`src/rtl/core/crbpc_pkg.sv`:
```
// Shared types, codes and helper functions for the clipped-region black pixel counter.
package crbpc_pkg;

  localparam int CLIP_W = 17;
  localparam int COUNT_W = 25;
  localparam int CFG_W = 13;

  localparam logic OP_WRITE = 1'b0;
  localparam logic OP_COUNT = 1'b1;

  localparam logic REG_IMAGE_WIDTH = 1'b0;
  localparam logic REG_IMAGE_HEIGHT = 1'b1;

  localparam logic [CFG_W-1:0] IMAGE_WIDTH_RESET = 13'd4096;
  localparam logic [CFG_W-1:0] IMAGE_HEIGHT_RESET = 13'd4096;

  typedef enum logic [3:0] {
    ST_IDLE,
    ST_WRITE,
    ST_CLIP_A,
    ST_CLIP_B,
    ST_SETUP,
    ST_SCAN,
    ST_DRAIN1,
    ST_DRAIN2,
    ST_DONE
  } state_t;

  typedef struct packed {
    logic load;
    logic wr;
    logic clip_a;
    logic clip_b;
    logic setup;
    logic issue;
  } cmd_t;

  typedef struct packed {
    logic empty;
    logic last;
  } sts_t;

  function automatic logic [5:0] popcount32(input logic [31:0] v);
    logic [31:0] a;
    logic [31:0] b;
    logic [31:0] c;
    logic [31:0] d;
    logic [31:0] e;
    a = v - ((v >> 1) & 32'h5555_5555);
    b = (a & 32'h3333_3333) + ((a >> 2) & 32'h3333_3333);
    c = (b + (b >> 4)) & 32'h0F0F_0F0F;
    d = c + (c >> 8);
    e = d + (d >> 16);
    return e[5:0];
  endfunction

endpackage

```
`src/rtl/core/crbpc_ctrl.sv`:
```
// Controller state machine for the clipped-region black pixel counter.
module crbpc_ctrl (
  input  logic              clk,
  input  logic              rst,
  input  logic              start,
  input  logic              opcode,
  input  crbpc_pkg::sts_t   sts,
  output crbpc_pkg::cmd_t   cmd,
  output logic              busy,
  output logic              done
);

  crbpc_pkg::state_t state;
  crbpc_pkg::state_t state_next;

  always_ff @(posedge clk) begin
    if (rst) begin
      state <= crbpc_pkg::ST_IDLE;
    end else begin
      state <= state_next;
    end
  end

  always_comb begin
    state_next = state;
    case (state)
      crbpc_pkg::ST_IDLE: begin
        if (start) begin
          state_next = (opcode == crbpc_pkg::OP_WRITE) ? crbpc_pkg::ST_WRITE
                                                        : crbpc_pkg::ST_CLIP_A;
        end
      end
      crbpc_pkg::ST_WRITE:  state_next = crbpc_pkg::ST_IDLE;
      crbpc_pkg::ST_CLIP_A: state_next = crbpc_pkg::ST_CLIP_B;
      crbpc_pkg::ST_CLIP_B: state_next = crbpc_pkg::ST_SETUP;
      crbpc_pkg::ST_SETUP: begin
        state_next = sts.empty ? crbpc_pkg::ST_DONE : crbpc_pkg::ST_SCAN;
      end
      crbpc_pkg::ST_SCAN: begin
        if (sts.last) begin
          state_next = crbpc_pkg::ST_DRAIN1;
        end
      end
      crbpc_pkg::ST_DRAIN1: state_next = crbpc_pkg::ST_DRAIN2;
      crbpc_pkg::ST_DRAIN2: state_next = crbpc_pkg::ST_DONE;
      crbpc_pkg::ST_DONE:   state_next = crbpc_pkg::ST_IDLE;
      default:              state_next = crbpc_pkg::ST_IDLE;
    endcase
  end

  always_comb begin
    cmd  = '0;
    busy = 1'b1;
    done = 1'b0;
    case (state)
      crbpc_pkg::ST_IDLE: begin
        busy     = 1'b0;
        cmd.load = start;
      end
      crbpc_pkg::ST_WRITE:  cmd.wr = 1'b1;
      crbpc_pkg::ST_CLIP_A: cmd.clip_a = 1'b1;
      crbpc_pkg::ST_CLIP_B: cmd.clip_b = 1'b1;
      crbpc_pkg::ST_SETUP:  cmd.setup = 1'b1;
      crbpc_pkg::ST_SCAN:   cmd.issue = 1'b1;
      crbpc_pkg::ST_DONE:   done = 1'b1;
      default: begin
      end
    endcase
  end

endmodule

```
`config.mk`:
```
export PLATFORM = sky130hd
export DESIGN_NAME = crbpc_ctrl
export DESIGN_NICKNAME = d
export VERILOG_FILES = /design/src/rtl/core/crbpc_pkg.sv /design/src/rtl/core/crbpc_ctrl.sv
export SDC_FILE = /design/constraint.sdc
export NUM_CORES = 1
export LEC_CHECK = 0
export BUFFER_PORTS_ARGS = -buffer_cell sky130_fd_sc_hd__buf_2
export CORE_AREA = 3 3 40 42
export CTS_CLUSTER_DIAMETER = 80
export DETAILED_ROUTE_END_ITERATION = 12
export DIE_AREA = 0 0 43 45
export MAX_ROUTING_LAYER = met4
export SLEW_MARGIN = 20
export SYNTH_ARGS = -nofsm -noshare
export SYNTH_HDL_FRONTEND = slang
export SYNTH_SLANG_ARGS = --single-unit
```
`constraint.sdc`:
```
create_clock -name clk -period 1.19 [get_ports clk]
set_input_delay 0 -clock clk [delete_from_list [all_inputs] [get_ports clk]]
set_output_delay 0 -clock clk [all_outputs]
set_load 0.005 [all_outputs]
```
==> results of run 1 <==
power by group:
part           switching (W)  internal, W  total [W]
clock              0.0000617     0.000113   0.000175
combinational      0.0000435    0.0000470  0.0000905
sequential        0.00000921     0.000142   0.000151
total               0.000114     0.000302   0.000417
stage by stage:
stage / TNS, ns / power (W) / hold slack [ns] / setup slack [ns] / instance area [um^2]
3_3_place_gp: 0 / 0.0002356 / 0.2151 / 0.1220 / 365.4
2_1_floorplan: 0 / 0.0002019 / 0.07572 / 0.1226 / 286.5
6_report: 0 / 0.0004167 / 0.05938 / 0.07482 / 419.2
5_1_grt: -0.02595 / 0.0004431 / 0.08080 / -0.02595 / 419.2
4_1_cts: 0 / 0.0004170 / 0.06498 / 0.01473 / 404.1
3_5_place_dp: 0 / 0.0002352 / 0.2161 / 0.09526 / 365.4
final cells by class:
class	instances	share of cell area, %
clock buffer	3	5.373
timing repair buffer	17	24.18
inverter	1	0.8955
tap	15	4.478
sequential	4	20.30
multi-input combinational	29	44.78
how the worst max path moves through the flow:
stage | start | end | slack, ns
final | state[1]$_SDFFE_PP0P_ | done | 0.07
after global routing | state[1]$_SDFFE_PP0P_ | cmd[1] | -0.03
after CTS | state[1]$_SDFFE_PP0P_ | done | 0.01
after detailed placement | state[2]$_SDFFE_PP0P_ | state[0]$_SDFFE_PP0P_ | 0.1
after global placement | state[0]$_SDFFE_PP0P_ | state[0]$_SDFFE_PP0P_ | 0.12
after floorplan | state[2]$_SDFFE_PP0P_ | state[0]$_SDFFE_PP0P_ | 0.12
cells by family after synthesis:
group | share of synthesized area, %
flip-flops | 27.95
buffers and inverters | 10.91
AND/OR/NAND/NOR | 41.48
AO/OA/AOI/OAI | 19.65
worst register-to-register path, cell delays in order, from the launching register on:
cell and delay, ns:
dfxtp_2 0.35, inv_2 0.06, o31a_1 0.30, a311oi_2 0.25
layout by cell type, fill, tap and decap left out:
cell,count
nand4b_1,1
nand3b_1,1
nor4_2,1
buf_6,1
buf_4,2
a311oi_2,1
clkbuf_4,3
a21oi_1,1
buf_2,13
or3_1,1
nor3_1,3
a311oi_1,2
nor4b_2,1
inv_2,1
and3_1,2
nand3_1,1
nand2_1,4
nand2b_1,3
nor2_1,4
dlygate4sd3_1,1
o31a_1,1
o21ai_0,2
dfxtp_2,4
metal layers:
metal  vias up  GRT usage (%)  wire (um)
li1        172              -          -
met5         -              -          0
met2         8          11.68        349
met3         0          5.179         60
met4         0          3.614          0
met1       143          10.36        325
what timing repair did:
action	in CTS	in global routing
setup endpoints to repair	1	5
endpoints found under the hold margin	2	0
pin swaps	0	0
resized for setup	1	6
buffers inserted	0	0
hold buffers	1	0
==> results.yml, run 1 <==
worst_hold_path:
  whs_endpoint: "state[1]$_SDFFE_PP0P_"
  min_path_type: "input pin to flip-flop"
  hold_depth: 3
  hold_start: "opcode"
clock_tree:
  clkSlewWorstSetupHoldPaths_ns: 0.04
  clk_path_buf_depth: 2
  numClockSinks: 4
  htreeDepth: 1
  clk_latency_ns: 0.24
  tritoncts: "yes"
  cts_buffers: 3
  clock-root-buffer: "clkbuf_4"
cells_and_area:
  diodes: 0
  drive_above_1_share_pct: 50.00
  final_nets: 62
  final_util_pct: 32.62
  final_cells: 69
  layout.area.seq_um2: 85.08
  largest_reg_flops: 4
  reg.largest.list: "state: 4 flops"
  fillers: 143
  top_register: "state"
  area_growth_pct: 46.29
  multiInputGateArea_um2: 187.7
global_route:
  grt_antenna_before_repair: 0
  overflow: 0
  grt_first_pass_wirelength_um: 1186
  grt_pass1_vias: 275
  grt_max_degree: 10
  grt_util_all_layers_pct: 8.662
timing:
  period_minus_slack_ns: 1.115
  drv_slew: 0
  layout_worst_path_cycle_share_pct: 93.71
  relSlewSlack_pct: 84.85
  hold_viol_final: 0
  finalSetupViolCount: 0
  fin_skew_ns: 0.002023
  fmax_mhz: 896.7
  worstMarginPinSlew_ns: 0.2264
synth:
  yosys-top-cells-area: "dfxtp_1, nand2b_1, a311oi_1"
  ys_top_cells_by_count: "dfxtp_1, nand2_1, nor2_1, nand2b_1, nor3_1"
  synth_area_um2: 286.5
  ys_ff_latch: 4
  synth_fp_nets: 44
  syn_inst: 38
  synth_warnings: 0
  yosys_most_used_dff: "dfxtp_1"
  synth_top_cell_area_share_pct: 27.95
  ys_seq_area_share_pct: 27.95
  post-synth-top-area-cell: "dfxtp_1"
  syn_avg_cell_area_um2: 7.540
  async_flop_share_pct: 0
  synth_cell_type_count: 22
  synth_edf_count: 0
place:
  dp_hpwl_um: 547.5
  gp_congestion: 0.7354
  dp.cells: 65
  io_buffers: 13
critical_path:
  crit_family: "flip-flops"
  path_depth: 3
  critPathCaptureType: "output port"
  crit_path_max_incr_delay_ns: 0.34
  cp.arrival_ns: 1.12
  required_ns: 1.19
  crit_type: "flip-flop to output port"
  r2r_end: "state[0]$_SDFFE_PP0P_"
  critical_path_buf_inv_count: 2
  critPathLaunchType: "flip-flop"
  cp_slowest_cell: "dfxtp_2"
  rr_startpoint: "state[2]$_SDFFE_PP0P_"
  path_cells: "buf_6 -> nor4b_2 -> buf_2"
  path_max_fanout: 8
  reg2reg_setup_slack_ns: 0.13
  worstRegToRegCells: 3
power:
  power_density_nw_per_um2: 994.3
  ir_drop_v: 0.0004639
  leakagePower_nw: 0.1866
routing:
  routed-via-count: 323
  ant_nets: 0
  drt_iter0_markers: 2
  wl_um: 735
  drcViolationCount: 0
  drtPass1Iterations: 2
  wl_per_cell_um: 10.65
  drt-vias-per-instance: 4.681
floorplan:
  dieArea_um2: 1935
  start_util_pct: 22.30
  io_pins: 14
  die_height_um: 45
  rows: 13
  core_um2: 1285
  fp.dieW_um: 43
run:
  maxCapViolCount: 0
outcome:
  status: "finished clean"
Power figures use the tool's default switching activity.
==> run 2, diff against run 1 <==
--- a/config.mk
+++ b/config.mk
@@ -6,10 +6,10 @@
 export NUM_CORES = 1
 export LEC_CHECK = 0
 export BUFFER_PORTS_ARGS = -buffer_cell sky130_fd_sc_hd__buf_2
-export CORE_AREA = 3 3 40 42
+export CORE_AREA = 8 8 45 47
 export CTS_CLUSTER_DIAMETER = 80
 export DETAILED_ROUTE_END_ITERATION = 12
-export DIE_AREA = 0 0 43 45
+export DIE_AREA = 0 0 53 55
 export MAX_ROUTING_LAYER = met4
 export SLEW_MARGIN = 20
 export SYNTH_ARGS = -nofsm -noshare
==> run 2 against run 1 <==
Setup slack worse by 0.012 ns. First-iteration DRC count rose to 2.5 times the previous value. Via count stayed put. Die area up 51%. Total power up 1.8%. Combinational power barely moved.
==> results.yml, run 2 (synthesized netlist as in run 1, its figures left out) <==
outcome:
  status: "finished clean"
routing:
  drcViolationCount: 0
  ant_nets: 0
  drt_iter0_markers: 5
  wl_per_cell_um: 11.66
  drtPass1Iterations: 4
  drt-vias-per-instance: 4.614
  routed-via-count: 323
  wl_um: 816
timing:
  fmax_mhz: 887.1
  finalWorstSetupSlack_ns: 0.06275
  hold_viol_final: 0
  period_minus_slack_ns: 1.127
  fin_skew_ns: 0.006872
  worstMarginPinSlew_ns: 0.2161
  relSlewSlack_pct: 85.46
  finalSetupViolCount: 0
  layout_worst_path_cycle_share_pct: 94.73
  drv_slew: 0
floorplan:
  dieArea_um2: 2915
  core_um2: 1384
  start_util_pct: 20.71
  fp.dieW_um: 53
  rows: 14
  die_height_um: 55
  io_pins: 14
global_route:
  grt_first_pass_wirelength_um: 1283
  overflow: 0
  grt_max_degree: 10
  grt_util_all_layers_pct: 6.366
  grt_antenna_before_repair: 0
  grt_pass1_vias: 315
power:
  ir_drop_v: 0.0004376
  power.total_w: 0.0004242
  power_density_nw_per_um2: 991.3
  leakagePower_nw: 0.1864
critical_path:
  startpoint: "state[1]$_SDFFE_PP0P_"
  critPathCaptureType: "output port"
  reg2reg_setup_slack_ns: 0.15
  cp.arrival_ns: 1.13
  crit_end: "done"
  path_max_fanout: 9
  r2r_end: "state[0]$_SDFFE_PP0P_"
  critPathLaunchType: "flip-flop"
  required_ns: 1.19
  worstRegToRegCells: 3
  crit_type: "flip-flop to output port"
  rr_startpoint: "state[2]$_SDFFE_PP0P_"
cells_and_area:
  final_cell_mix: "buf_2, nor2_1, nand2_1"
  final_common_cell: "buf_2"
  final_util_pct: 30.92
  largest_reg_flops: 4
  drive_above_1_share_pct: 48.15
  fillers: 160
  reg.largest.list: "state: 4 flops"
  final_nets: 62
  diodes: 0
  top_register: "state"
  area_growth_pct: 49.34
clock_tree:
  cts_buffers: 3
  clk_path_buf_depth: 2
  htreeDepth: 1
  clk_latency_ns: 0.24
  clock-root-buffer: "clkbuf_4"
  tritoncts: "yes"
  clkSlewWorstSetupHoldPaths_ns: 0.04
  numClockSinks: 4
place:
  dp_hpwl_um: 610.9
  gp_congestion: 0.7796
  io_buffers: 13
  pre_cts_ws_ns: 0.07169
worst_hold_path:
  min_path_type: "input pin to flip-flop"
run:
  maxCapViolCount: 0
==> run 2: cell count changes in the layout (fill, tap and decap cells not counted) <==
cell and delta:
nor4_1 +1, dfxtp_2 -2, nor4b_4 +1, nor4_2 -1
dfxtp_4 +2, nor4b_2 -1
==> run 2: where the power goes <==
part	switching [W]	total [W]	internal [W]
Combinational	0.0000432	0.0000907	0.0000475
Sequential	0.0000118	0.000152	0.000140
Clock	0.0000676	0.000181	0.000114
==> run 2: worst min-delay path by stage <==
stage,from,endpoint,slack (ns),cells past startpoint
2_1_floorplan,rst,state[0]$_SDFFE_PP0P_,0.08,1
3_3_place_gp,rst,state[0]$_SDFFE_PP0P_,0.21,2
3_5_place_dp,rst,state[0]$_SDFFE_PP0P_,0.22,2
4_1_cts,opcode,state[1]$_SDFFE_PP0P_,0.04,3
5_1_grt,opcode,state[1]$_SDFFE_PP0P_,0.03,3
6_report,opcode,state[1]$_SDFFE_PP0P_,0.05,3
==> run 2: metrics by stage <==
stage	instances	hold WS [ns]	cell area (um^2)	setup TNS (ns)
after global placement	66	0.2148	366.6	0
final	70	0.05085	427.9	0
after CTS	70	0.04213	406.6	0
after detailed placement	66	0.2155	366.6	0
after global routing	70	0.02950	427.9	-0.001130
after floorplan	38	0.07572	286.5	0
==> run 2: area by class of cell <==
cell class,count,area [um^2],area share (%)
sequential,4,90.09,21.05
multi-input combinational,29,190.2,44.44
clock buffer,3,22.52,5.263
timing repair buffer,17,101.3,23.68
inverter,1,3.754,0.8772
tap,16,20.02,4.678
==> run 2: routing by layer <==
layer / up-vias / global-route usage (%) / wire length, um
met1: 137 / 7.306 / 429
met4: 0 / 2.586 / 6
met5: - / - / 0
met2: 12 / 8.008 / 330
met3: 2 / 4.813 / 49
li1: 172 / - / -
==> run 2: what timing repair did <==
item | 4_1_cts | 5_1_grt
setup endpoints to repair | 1 | 7
pin swaps | 0 | 1
resized for setup | 2 | 7
hold buffers | 1 | 0
setup buffers | 0 | 0
endpoints found under the hold margin | 2 | 0
==> run 2: worst max-delay path: stages (launching register included) <==
cell     delay (ns)
dfxtp_4        0.36
buf_4          0.16
nor4b_4        0.23
buf_2          0.14
